**src/rtl/core/tab_pkg.sv**
```systemverilog
// ----------------------------------------------------------------------------
// tab_pkg
// Types and constants shared by the tilt angle binning block: payload structs,
// controller states, the controller-to-datapath command and the CORDIC table.
// ----------------------------------------------------------------------------
package tab_pkg;

  // Angle accumulator fraction bits and number of table entries.
  localparam int ZACC_FRAC = 20;
  localparam int TABLE_LEN = 24;
  localparam int STEP_W    = 5;

  // Raw axis value minus offset spans -255..255.
  localparam int AXIS_W    = 9;
  // Vector components carry 16 fraction bits and grow by the CORDIC gain.
  localparam int VEC_FRAC  = 16;
  localparam int XW        = 28;
  localparam int ZW        = 29;
  localparam int TAB_W     = 27;

  localparam int RAW_W     = 8;
  localparam int ANGLE_W   = 16;
  localparam int CODE_W    = 4;
  localparam int NUM_BINS  = 10;
  localparam int BIN_DEG   = 10;
  localparam int RIGHT_DEG = 90;

  localparam logic [RAW_W-1:0] ADC_OFFSET_RST = 8'd81;

  // atan(2^-i) in degrees, units of 2^-20 degree.
  localparam logic [TAB_W-1:0] ATAN_TAB [TABLE_LEN] = '{
    27'd47185920, 27'd27855475, 27'd14718068, 27'd7471121,
    27'd3750058,  27'd1876857,  27'd938658,   27'd469357,
    27'd234682,   27'd117342,   27'd58671,    27'd29335,
    27'd14668,    27'd7334,     27'd3667,     27'd1833,
    27'd917,      27'd458,      27'd229,      27'd115,
    27'd57,       27'd29,       27'd14,       27'd7
  };

  typedef struct packed {
    logic [RAW_W-1:0] accel_x_raw;
    logic [RAW_W-1:0] accel_y_raw;
    logic [RAW_W-1:0] accel_z_raw;
  } tab_in_t;

  typedef struct packed {
    logic signed [ANGLE_W-1:0] angle_xy;
    logic signed [ANGLE_W-1:0] angle_xz;
    logic signed [ANGLE_W-1:0] angle_yz;
    logic [CODE_W-1:0]         display_code;
  } tab_out_t;

  typedef enum logic [1:0] {
    ST_IDLE,
    ST_ITER,
    ST_ROUND,
    ST_FIN
  } tab_state_t;

  typedef struct packed {
    logic              load;
    logic              step;
    logic              round;
    logic              finish;
    logic [STEP_W-1:0] step_idx;
  } tab_cmd_t;

endpackage

```
**src/rtl/core/tab_ctrl.sv**
```systemverilog
// ----------------------------------------------------------------------------
// tab_ctrl
// Sequencer: takes a sample, runs the CORDIC iterations, rounds, and hands the
// result to the output register when it is free.
// ----------------------------------------------------------------------------
module tab_ctrl
  import tab_pkg::*;
#(
  parameter int CORDIC_STEPS = 16
) (
  input  logic     clk,
  input  logic     rst_n,
  input  logic     in_valid,
  output logic     in_ready,
  output logic     out_valid,
  input  logic     out_ready,
  output tab_cmd_t cmd
);

  localparam int NSTEPS = (CORDIC_STEPS > TABLE_LEN) ? TABLE_LEN : CORDIC_STEPS;
  localparam logic [STEP_W-1:0] LAST_STEP = STEP_W'(NSTEPS - 1);

  tab_state_t        state_r, state_nxt;
  logic [STEP_W-1:0] cnt_r, cnt_nxt;
  logic              out_valid_r, out_valid_nxt;
  logic              out_free;

  assign out_free  = !out_valid_r || out_ready;
  assign out_valid = out_valid_r;

  always_comb begin
    state_nxt = state_r;
    unique case (state_r)
      ST_IDLE:  if (in_valid) state_nxt = ST_ITER;
      ST_ITER:  if (cnt_r == LAST_STEP) state_nxt = ST_ROUND;
      ST_ROUND: state_nxt = ST_FIN;
      ST_FIN:   if (out_free) state_nxt = ST_IDLE;
      default:  state_nxt = ST_IDLE;
    endcase
  end

  always_comb begin
    cmd           = '0;
    cmd.step_idx  = cnt_r;
    in_ready      = 1'b0;
    cnt_nxt       = cnt_r;
    out_valid_nxt = out_valid_r && !out_ready;
    unique case (state_r)
      ST_IDLE: begin
        in_ready = 1'b1;
        cmd.load = in_valid;
        cnt_nxt  = '0;
      end
      ST_ITER: begin
        cmd.step = 1'b1;
        cnt_nxt  = cnt_r + 1'b1;
      end
      ST_ROUND: begin
        cmd.round = 1'b1;
      end
      ST_FIN: begin
        if (out_free) begin
          cmd.finish    = 1'b1;
          out_valid_nxt = 1'b1;
        end
      end
      default: ;
    endcase
  end

  always_ff @(posedge clk) begin
    if (!rst_n) begin
      state_r     <= ST_IDLE;
      cnt_r       <= '0;
      out_valid_r <= 1'b0;
    end else begin
      state_r     <= state_nxt;
      cnt_r       <= cnt_nxt;
      out_valid_r <= out_valid_nxt;
    end
  end

endmodule

```
**src/rtl/core/tab_dp.sv**
```systemverilog
// ----------------------------------------------------------------------------
// tab_dp
// Datapath: offset register, three vectoring CORDIC lanes that iterate side by
// side, rounding and clamping, display binning and the output register.
// ----------------------------------------------------------------------------
module tab_dp
  import tab_pkg::*;
#(
  parameter int ANGLE_FRAC_BITS = 8
) (
  input  logic             clk,
  input  logic             rst_n,
  input  logic             cfg_wr_en,
  input  logic [RAW_W-1:0] cfg_wr_data,
  input  tab_in_t          in_data,
  input  tab_cmd_t         cmd,
  output tab_out_t         out_data
);

  localparam int LIM   = RIGHT_DEG * (1 << ANGLE_FRAC_BITS);
  localparam int TEN   = BIN_DEG * (1 << ANGLE_FRAC_BITS);
  localparam int ANG_W = $clog2(LIM + 1) + 1;
  localparam int SH    = ZACC_FRAC - ANGLE_FRAC_BITS;
  localparam int HALF  = 1 << (SH - 1);

  logic [RAW_W-1:0]         offset_r;
  logic signed [XW-1:0]     x_r [3];
  logic signed [XW-1:0]     y_r [3];
  logic signed [ZW-1:0]     z_r [3];
  logic                     spec_r [3];
  logic signed [ANG_W-1:0]  spec_val_r [3];
  logic signed [ANG_W-1:0]  ang_r [3];
  logic [CODE_W-1:0]        hold_r;
  tab_out_t                 out_r;

  logic signed [AXIS_W-1:0] axis [3];
  logic signed [AXIS_W-1:0] num [3];
  logic signed [AXIS_W-1:0] den [3];
  logic signed [AXIS_W-1:0] num_n [3];
  logic signed [AXIS_W-1:0] den_n [3];
  logic signed [XW-1:0]     x0 [3];
  logic signed [XW-1:0]     y0 [3];
  logic                     spec [3];
  logic signed [ANG_W-1:0]  spec_val [3];
  logic signed [XW-1:0]     x_step [3];
  logic signed [XW-1:0]     y_step [3];
  logic signed [ZW-1:0]     z_step [3];
  logic signed [ZW-1:0]     z_rnd [3];
  logic signed [ANG_W-1:0]  ang_nxt [3];
  logic signed [ZW-1:0]     tab_val;
  logic [CODE_W-1:0]        code;

  always_comb begin
    axis[0] = signed'({1'b0, in_data.accel_x_raw}) - signed'({1'b0, offset_r});
    axis[1] = signed'({1'b0, in_data.accel_y_raw}) - signed'({1'b0, offset_r});
    axis[2] = signed'({1'b0, in_data.accel_z_raw}) - signed'({1'b0, offset_r});
    // Lanes: xy = atan(x/y), xz = atan(z/x), yz = atan(y/z).
    num[0] = axis[0];  den[0] = axis[1];
    num[1] = axis[2];  den[1] = axis[0];
    num[2] = axis[1];  den[2] = axis[2];
  end

  assign tab_val = ZW'(ATAN_TAB[cmd.step_idx]);

  always_comb begin
    for (int l = 0; l < 3; l++) begin
      spec[l]     = (den[l] == '0) || (num[l] == '0);
      spec_val[l] = '0;
      if (den[l] == '0) begin
        if (num[l] > 0) spec_val[l] = ANG_W'(LIM);
        else if (num[l] < 0) spec_val[l] = -ANG_W'(LIM);
      end
      // Fold the vector into the right half plane.
      if (den[l] < 0) begin
        num_n[l] = -num[l];
        den_n[l] = -den[l];
      end else begin
        num_n[l] = num[l];
        den_n[l] = den[l];
      end
      x0[l] = XW'(den_n[l]) <<< VEC_FRAC;
      y0[l] = XW'(num_n[l]) <<< VEC_FRAC;

      if (!y_r[l][XW-1]) begin
        x_step[l] = x_r[l] + (y_r[l] >>> cmd.step_idx);
        y_step[l] = y_r[l] - (x_r[l] >>> cmd.step_idx);
        z_step[l] = z_r[l] + tab_val;
      end else begin
        x_step[l] = x_r[l] - (y_r[l] >>> cmd.step_idx);
        y_step[l] = y_r[l] + (x_r[l] >>> cmd.step_idx);
        z_step[l] = z_r[l] - tab_val;
      end

      z_rnd[l] = (z_r[l] + ZW'(HALF)) >>> SH;
      if (spec_r[l]) ang_nxt[l] = spec_val_r[l];
      else if (z_rnd[l] > ZW'(LIM)) ang_nxt[l] = ANG_W'(LIM);
      else if (z_rnd[l] < -ZW'(LIM)) ang_nxt[l] = -ANG_W'(LIM);
      else ang_nxt[l] = ANG_W'(z_rnd[l]);
    end
  end

  // Highest bin whose lower edge the xz angle exceeds; none keeps the old code.
  always_comb begin
    code = hold_r;
    for (int k = 0; k < NUM_BINS; k++) begin
      if (ang_r[1] > signed'(ANG_W'(k * TEN))) code = CODE_W'(k + 1);
    end
  end

  always_ff @(posedge clk) begin
    if (!rst_n) begin
      offset_r <= ADC_OFFSET_RST;
      hold_r   <= '0;
    end else begin
      if (cfg_wr_en) offset_r <= cfg_wr_data;
      if (cmd.finish) hold_r <= code;
    end
  end

  always_ff @(posedge clk) begin
    for (int l = 0; l < 3; l++) begin
      if (cmd.load) begin
        x_r[l]        <= x0[l];
        y_r[l]        <= y0[l];
        z_r[l]        <= '0;
        spec_r[l]     <= spec[l];
        spec_val_r[l] <= spec_val[l];
      end else if (cmd.step) begin
        x_r[l] <= x_step[l];
        y_r[l] <= y_step[l];
        z_r[l] <= z_step[l];
      end
      if (cmd.round) ang_r[l] <= ang_nxt[l];
    end
    if (cmd.finish) begin
      out_r.angle_xy     <= ANGLE_W'(ang_r[0]);
      out_r.angle_xz     <= ANGLE_W'(ang_r[1]);
      out_r.angle_yz     <= ANGLE_W'(ang_r[2]);
      out_r.display_code <= code;
    end
  end

  assign out_data = out_r;

endmodule

```
**src/rtl/core/tilt_angle_binning.sv**
```systemverilog
// One sample is in work at a time: the block takes no new sample until the
// iterative CORDIC loop, the rounding and the hand-off of the last one are
// done. The three angles run in parallel lanes.
// A new sample is taken while the previous result waits in the output register.
// Reset (synchronous, rst_n low) clears control, the display code and sets the offset to 81.
// ----------------------------------------------------------------------------
// tilt_angle_binning
// Three-axis accelerometer tilt: offset removal, three plane angles by CORDIC
// and a 10-degree bin display code of the xz angle.
// ----------------------------------------------------------------------------
module tilt_angle_binning
  import tab_pkg::*;
#(
  parameter int ANGLE_FRAC_BITS = 8,
  parameter int CORDIC_STEPS    = 16
) (
  input  logic             clk,
  input  logic             rst_n,
  input  logic             cfg_wr_en,
  input  logic [RAW_W-1:0] cfg_wr_data,
  input  logic             in_valid,
  output logic             in_ready,
  input  tab_in_t          in_data,
  output logic             out_valid,
  input  logic             out_ready,
  output tab_out_t         out_data
);

  tab_cmd_t cmd;

  tab_ctrl #(
    .CORDIC_STEPS(CORDIC_STEPS)
  ) u_ctrl (
    .clk      (clk),
    .rst_n    (rst_n),
    .in_valid (in_valid),
    .in_ready (in_ready),
    .out_valid(out_valid),
    .out_ready(out_ready),
    .cmd      (cmd)
  );

  tab_dp #(
    .ANGLE_FRAC_BITS(ANGLE_FRAC_BITS)
  ) u_dp (
    .clk        (clk),
    .rst_n      (rst_n),
    .cfg_wr_en  (cfg_wr_en),
    .cfg_wr_data(cfg_wr_data),
    .in_data    (in_data),
    .cmd        (cmd),
    .out_data   (out_data)
  );

endmodule

```
**config.mk**
```make
export PLATFORM = sky130hd
export DESIGN_NAME = tilt_angle_binning
export DESIGN_NICKNAME = d
export VERILOG_FILES = /design/src/rtl/core/tab_pkg.sv /design/src/rtl/core/tab_ctrl.sv /design/src/rtl/core/tab_dp.sv /design/src/rtl/core/tilt_angle_binning.sv
export SDC_FILE = /design/constraint.sdc
export NUM_CORES = 2
export LEC_CHECK = 0
export ABC_CLOCK_PERIOD_IN_PS = 8700
export BUFFER_PORTS_ARGS = -buffer_cell sky130_fd_sc_hd__buf_4
export CORE_AREA = 4 4 365 367
export CTS_CLUSTER_DIAMETER = 40
export CTS_CLUSTER_SIZE = 30
export DETAILED_ROUTE_END_ITERATION = 6
export DIE_AREA = 0 0 369 371
export PLACE_DENSITY = 0.61
export SLEW_MARGIN = 20
export SYNTH_ARGS = -nofsm -noshare
export SYNTH_HDL_FRONTEND = slang
export SYNTH_SLANG_ARGS = --single-unit
```
**constraint.sdc**
```tcl
create_clock -name clk -period 8.7 [get_ports clk]
set_clock_uncertainty 0.2 [all_clocks]
set_input_delay 0.87 -clock clk [delete_from_list [all_inputs] [get_ports clk]]
set_output_delay 0.87 -clock clk [all_outputs]
set_load 0.1 [all_outputs]
```
---- Word level (Yosys, flattened, before mapping) ----
Memory sizes are Yosys's and may differ from the RTL's. A register that Yosys moved wholly into a read port is not among the register bits.
Index checks and enable logic that the tools add are counted.
storage, ports and cells
  word-level logic and storage cells ...... 175
  memories ................................ 7
  ROM bits ................................ 864
  bits in latches ......................... 0
  memory bits (writable) .................. 354
  flip-flop bits (word level) ............. 40
  input port bits ......................... 37
  output and inout bits ................... 54
memories
  memory           depth  width  rd ports  clocked after memory_dff  wr ports  line          source
  (no name shown)  32     27     1         0                         0         tab_dp.sv:63  assign tab_val = ZW'(ATAN_TAB[cmd.step_idx]);
  u_dp.z_r         3      29     3         0                         3         tab_dp.sv:29  logic signed [ZW-1:0] z_r [3];
  u_dp.x_r         3      28     3         0                         3         tab_dp.sv:27  logic signed [XW-1:0] x_r [3];
  u_dp.y_r         3      28     3         0                         3         tab_dp.sv:28  logic signed [XW-1:0] y_r [3];
  u_dp.ang_r       3      16     3         2                         3         tab_dp.sv:32  logic signed [ANG_W-1:0] ang_r [3];
  u_dp.spec_val_r  3      16     3         0                         3         tab_dp.sv:31  logic signed [ANG_W-1:0] spec_val_r [3];
  +1 memories      n/a    n/a    n/a       n/a                       n/a       n/a
operators by class
  multiply operators ...................... 0
  bitwise gates (word level) .............. 10
  add/sub/neg operators ................... 28
  divide/modulo/power cells ............... 0
  $lt $le $gt $ge ......................... 23
  mux-type cells .......................... 74
  shift operators ......................... 6
  equal/unequal tests ..................... 7
  reductions and logical operators ........ 13
operators by type and width
  cell                                                                                number
  28-bit two-way mux                                                                  12
  16-bit two-way mux                                                                  18
  29-bit two-way mux                                                                  6
  28-bit adder                                                                        6
  28-bit by 5-bit >>> shifter with 28-bit output                                      6
  28-bit subtractor                                                                   6
  29-bit by 13-bit adder with 29-bit output (second input constant)                   3
  29-bit by 28-bit adder with 29-bit output                                           3
  29-bit by 28-bit subtractor with 29-bit output                                      3
  27-bit two-way mux                                                                  2
  9-bit two-way mux                                                                   6
  17-bit by 16-bit greater-than comparator with 1-bit output (second input constant)  3
  17-bit by 16-bit < comparator with 1-bit output (second input constant)             3
  16-bit by 15-bit greater-than comparator with 1-bit output (second input constant)  3
  16-bit greater-than comparator (second input constant)                              3
  4-bit two-way mux                                                                   10
  16-bit by 14-bit greater-than comparator with 1-bit output (second input constant)  2
  9-bit by 1-bit greater-than comparator with 1-bit output (second input constant)    3
  9-bit logical NOT                                                                   3
  9-bit by 1-bit < comparator with 1-bit output (second input constant)               3
  9-bit negation                                                                      3
  8-bit by 8-bit subtractor with 9-bit output                                         3
  16-bit by 1-bit greater-than comparator with 1-bit output (second input constant)   1
  16-bit by 13-bit greater-than comparator with 1-bit output (second input constant)  1
  other kinds (19)                                                                    49

---- Depth between registers and ports, before layout ----
An unclocked memory read counts as a cell.
  depth after elaboration ................. 12
  depth in mapped cells ................... 31
  depth with buffers taken out ............ 25

---- Modules after synthesis ----
Synthesis repeated with hierarchy kept, for this count alone.
second synthesis, totals
  cells, all modules ...................... 5142
  area, all modules ....................... 45154.6 µm²
by module, submodules not included
  module    instances  cells each  seq. area each (µm²)  area each (µm²)
  tab_dp    1          5090        11260.8               44684.1
  tab_ctrl  1          52          160.2                 470.5

---- Least setup slack after synthesis ----
OpenSTA, ideal clock, no wires.
  kind .................................... flip-flop to flip-flop
  from .................................... register u_ctrl.cnt_r[0]
  to ...................................... memory u_dp.z_r[1][26], data pin
  cell stages (with the launch flop) ...... 29
  clock period less this slack ............ 6.802 ns
  slack ................................... 1.898 ns
  setup time .............................. 0.272 ns
  arrival ................................. 6.330 ns
  path buffers ............................ 7
  required time ........................... 8.228 ns
  cell sequence ........................... dfxtp_1 > buf_6 > inv_2 > buf_2 > buf_2 > buf_2 > buf_2 > ha_1 > clkbuf_1 > nand2_1 > o211a_1 > o31ai_1 > and3_1 > and4b_1 > and3_1 > clkbuf_1 > nor2_1 > mux2i_1 > ha_1 > a21o_1 > a21o_1 > a21oi_1 > o21ai_0 > a22oi_1 > o21a_1 > o21ai_0 > o31a_1 > mux2i_1 > or4_1
RTL lines
  element                 line            source
  from (decl)             tab_ctrl.sv:24  logic [STEP_W-1:0] cnt_r, cnt_nxt;
  from (signal assigned)  tab_ctrl.sv:78  cnt_r <= cnt_nxt;
  to (decl)               tab_dp.sv:29

==> results.py <==
metrics = {
    "run_status": {
        "outcome": "finished, final reports clean",
    },
    "cts": {
        "path_clk_slew_ps": 50,
        "clk_latency_ps": 710,
        "h-tree-depth": 3,
        "cts_max_path_buffers": 3,
        "holdBufCountCts": 0,
        "cts_sinks": 387,
        "cts_setup_buffers": 0,
        "numCtsBuffers": 81,
        "tritoncts": "yes",
        "clock-root-buffer": "clkbuf_16",
        "cts_resized": 0,
    },
    "setup_path": {
        "cp-end-kind": "flop",
        "critical_path_required_ps": 8880,
        "path_cells": "buf_4 -> or3b_2 -> o22ai_1 -> a221oi_1 -> a21oi_1 -> nor2_1 -> nand4_2 -> nor3_1 -> xnor2_1 -> o22ai_1 -> ha_1 -> nand2_1 -> nor2_1 -> a211oi_1 -> nand2_1 -> o21ai_0 -> o21ai_0 -> o41ai_1 -> o21ai_0 -> xnor2_1 -> a21oi_1",
        "slowest_stage": "dfxtp_4",
        "crit_path_max_incr_delay_ps": 950,
        "path_max_fanout": 74,
        "worstPathArrival_ps": 7750,
        "critPathMostFrequentCell": "o21ai_0",
        "cp-start-kind": "flop",
        "path_class": "reg2reg",
    },
    "yosys": {
        "synth_area_leaders": "edfxtp_1 24%, ha_1 8.7%, mux4_2 7.6%",
        "syn-cell-area_um2": 45300,
        "yosys.area.top_type_share_pct": 24.3,
        "synthCells": 5051,
        "async_flop_share_pct": 0,
        "ys.flop_type": "edfxtp_1",
        "synth_edf_count": 367,
        "yosysWarnings": 0,
        "seq_area_frac_synth_pct": 25.2,
        "ys_ff_latch": 387,
        "avgSynthCellArea_um2": 8.98,
        "ys_types": 119,
        "synth_fp_nets": 5415,
        "netlist.top_cell.by_area": "edfxtp_1",
    },
    "route": {
        "wl_per_cell_um": 22.7,
        "route.detailed.drc": 0,
        "drtIter0Drc": 4850,
        "wirelength_um": 155000,
        "vias_per_cell": 6.04,
        "vias": 41200,
        "drt-pass1-iter-count": 7,
        "drtAntennaViolNets": 0,
    },
    "floorplan": {
        "start_util_pct": 35.0,
        "core_region_area_um2": 129000,
        "die-area_um2": 137000,
        "die_height_um": 371,
        "rows": 132,
        "pin_count": 91,
        "die_width_um": 369,
    },
    "sta": {
        "rsz0062_at_grt": "false",
        "hold_viol_final": 0,
        "fin_crit_ps": 7570,
        "fin_ws_ps": 1130,
        "max_clock_freq_ghz": 0.132,
        "maxSlewHeadroom_pct": 18.3,
        "setup-violations-final": 0,
        "fin_crit_sh_pct": 87.1,
        "setup_tns_ps": 0,
        "drv_slew": 0,
        "max_slew.worst_pin.slew_ps": 1220,
    },
    "placed_design": {
        "gp_congestion": 0.959,
        "dp_slack_ps": 1330,
        "dpl_cell_area_um2": 47300,
        "hpwlAfterDp_um": 114000,
        "portBuffers": 90,
    },
    "global_routing": {
        "grt_pass1_wl_um": 235000,
        "gr-total-overflow": 0,
        "grt_pass1_vias": 38900,
        "grt_max_degree": 144,
        "grt_use_total_pct": 21.8,
        "grt_antenna_before_repair": 7,
    },
    "finish": {
        "drive_above_1_share_pct": 12.5,
        "final_common_cell": "nor2_1",
        "fin_area_um2": 50100,
        "finalNetCount": 5374,
        "mostFrequentLayoutCells": "537 x nor2_1, 383 x a21oi_1, 381 x nand2_1",
        "area.growth.synth_to_final_pct": 10.4,
        "diodes": 0,
    },
    "min_path": {
        "hold_class": "in2reg",
    },
    "run": {
        "max_cap_violations": 0,
    },
}
==> worst paths after layout <==
check	startpoint	endpoint	slack [ps]	cells after the start
max	u_ctrl.cnt_r[2]$_SDFFE_PN0P_	u_dp.x_r[2][27]$_DFFE_PP_	1130	21
max reg2reg	u_ctrl.cnt_r[2]$_SDFFE_PN0P_	u_dp.x_r[2][27]$_DFFE_PP_	1130	21
min reg2reg	u_dp.ang_r[0][12]$_DFFE_PP_	u_dp.out_data[48]$_DFFE_PP_	210	0
min	cfg_wr_data[0]	u_dp.offset_r[0]$_SDFFE_PN1P_	200	3
==> registers in the layout, indices dropped and copies added (netlist names) <==
name / count
u_dp.z_r: 87
u_dp.x_r: 84
u_dp.y_r: 84
u_dp.out_data: 52
u_dp.ang_r: 48
u_dp.spec_val_r: 9
u_dp.offset_r: 8
u_ctrl.cnt_r: 5
u_dp.hold_r: 4
u_dp.spec_r: 3
u_ctrl.state_r: 2
u_ctrl.out_valid: 1
==> critical path: cells and delay by family, from the launching register on <==
family	cells	cell delay (ps)
AO/OA/AOI/OAI	10	3480
XOR/XNOR	2	340
adder cells (fa/ha/maj)	1	380
buffers and inverters	1	420
flip-flops	1	950
AND/OR/NAND/NOR	7	1400
==> synth_stat cells, types with 28 or more instances <==
cell type,count
a211oi_1,54
a22oi_1,28
buf_6,31
inv_1,146
nand4_1,35
and3_1,56
o22ai_1,56
buf_1,30
a21oi_1,383
ha_1,315
nor3_1,116
o21bai_1,41
mux2_2,63
mux2i_1,230
xnor2_1,258
mux4_2,153
nand2_1,382
a31oi_1,70
xor2_1,178
clkbuf_1,147
or3_1,28
nor2b_1,87
and2_1,57
buf_2,43
o211ai_1,46
a21o_1,148
edfxtp_1,367
o21a_1,56
or2_2,28
nand2b_1,57
nand3_1,100
nor2_1,538
o21ai_0,246
==> per-stage QoR <==
stage	hold WS [ps]	util [%]	std cells
CTS	142	38.7	6820
global placement	205	36.6	6669
floorplan	200	-	5051
detailed placement	205	36.6	6669
finish	197	38.7	6820
global route	178	38.7	6820
==> cells by family after synthesis <==
| group | after synthesis | share of synthesized area [%] |
|---|---|---|
| mux | 458 | 14.8 |
| flops | 387 | 25.2 |
| buf+inv | 432 | 4.56 |
| fa+ha+maj | 327 | 9.22 |
| xor+xnor | 439 | 8.56 |
| simple gates | 1601 | 17.1 |
| compound gates | 1407 | 20.6 |
==> area by class of cell <==
type	count	area, um2
Clock buffer	88	2050
Clock inverter	63	649
Fill cell	13000	79400
Inverter	152	578
Multi-Input combinational cell	4232	31900
Sequential cell	387	11400
Tap cell	1742	2180
Timing Repair Buffer	156	1230
==> per-layer routing <==
layer	routed length, um	part of all wire [%]	vias up	global-route usage, %
met3	15500	10	446	5.27
met2	67800	44	2070	34.0
li1	-	-	19000	-
met4	7160	4.6	0	9.48
met1	64300	42	19700	28.7
met5	0	0	-	0
Power is not shown: default switching activity piles up to over one toggle a cycle in this logic, so the estimate is an artifact.
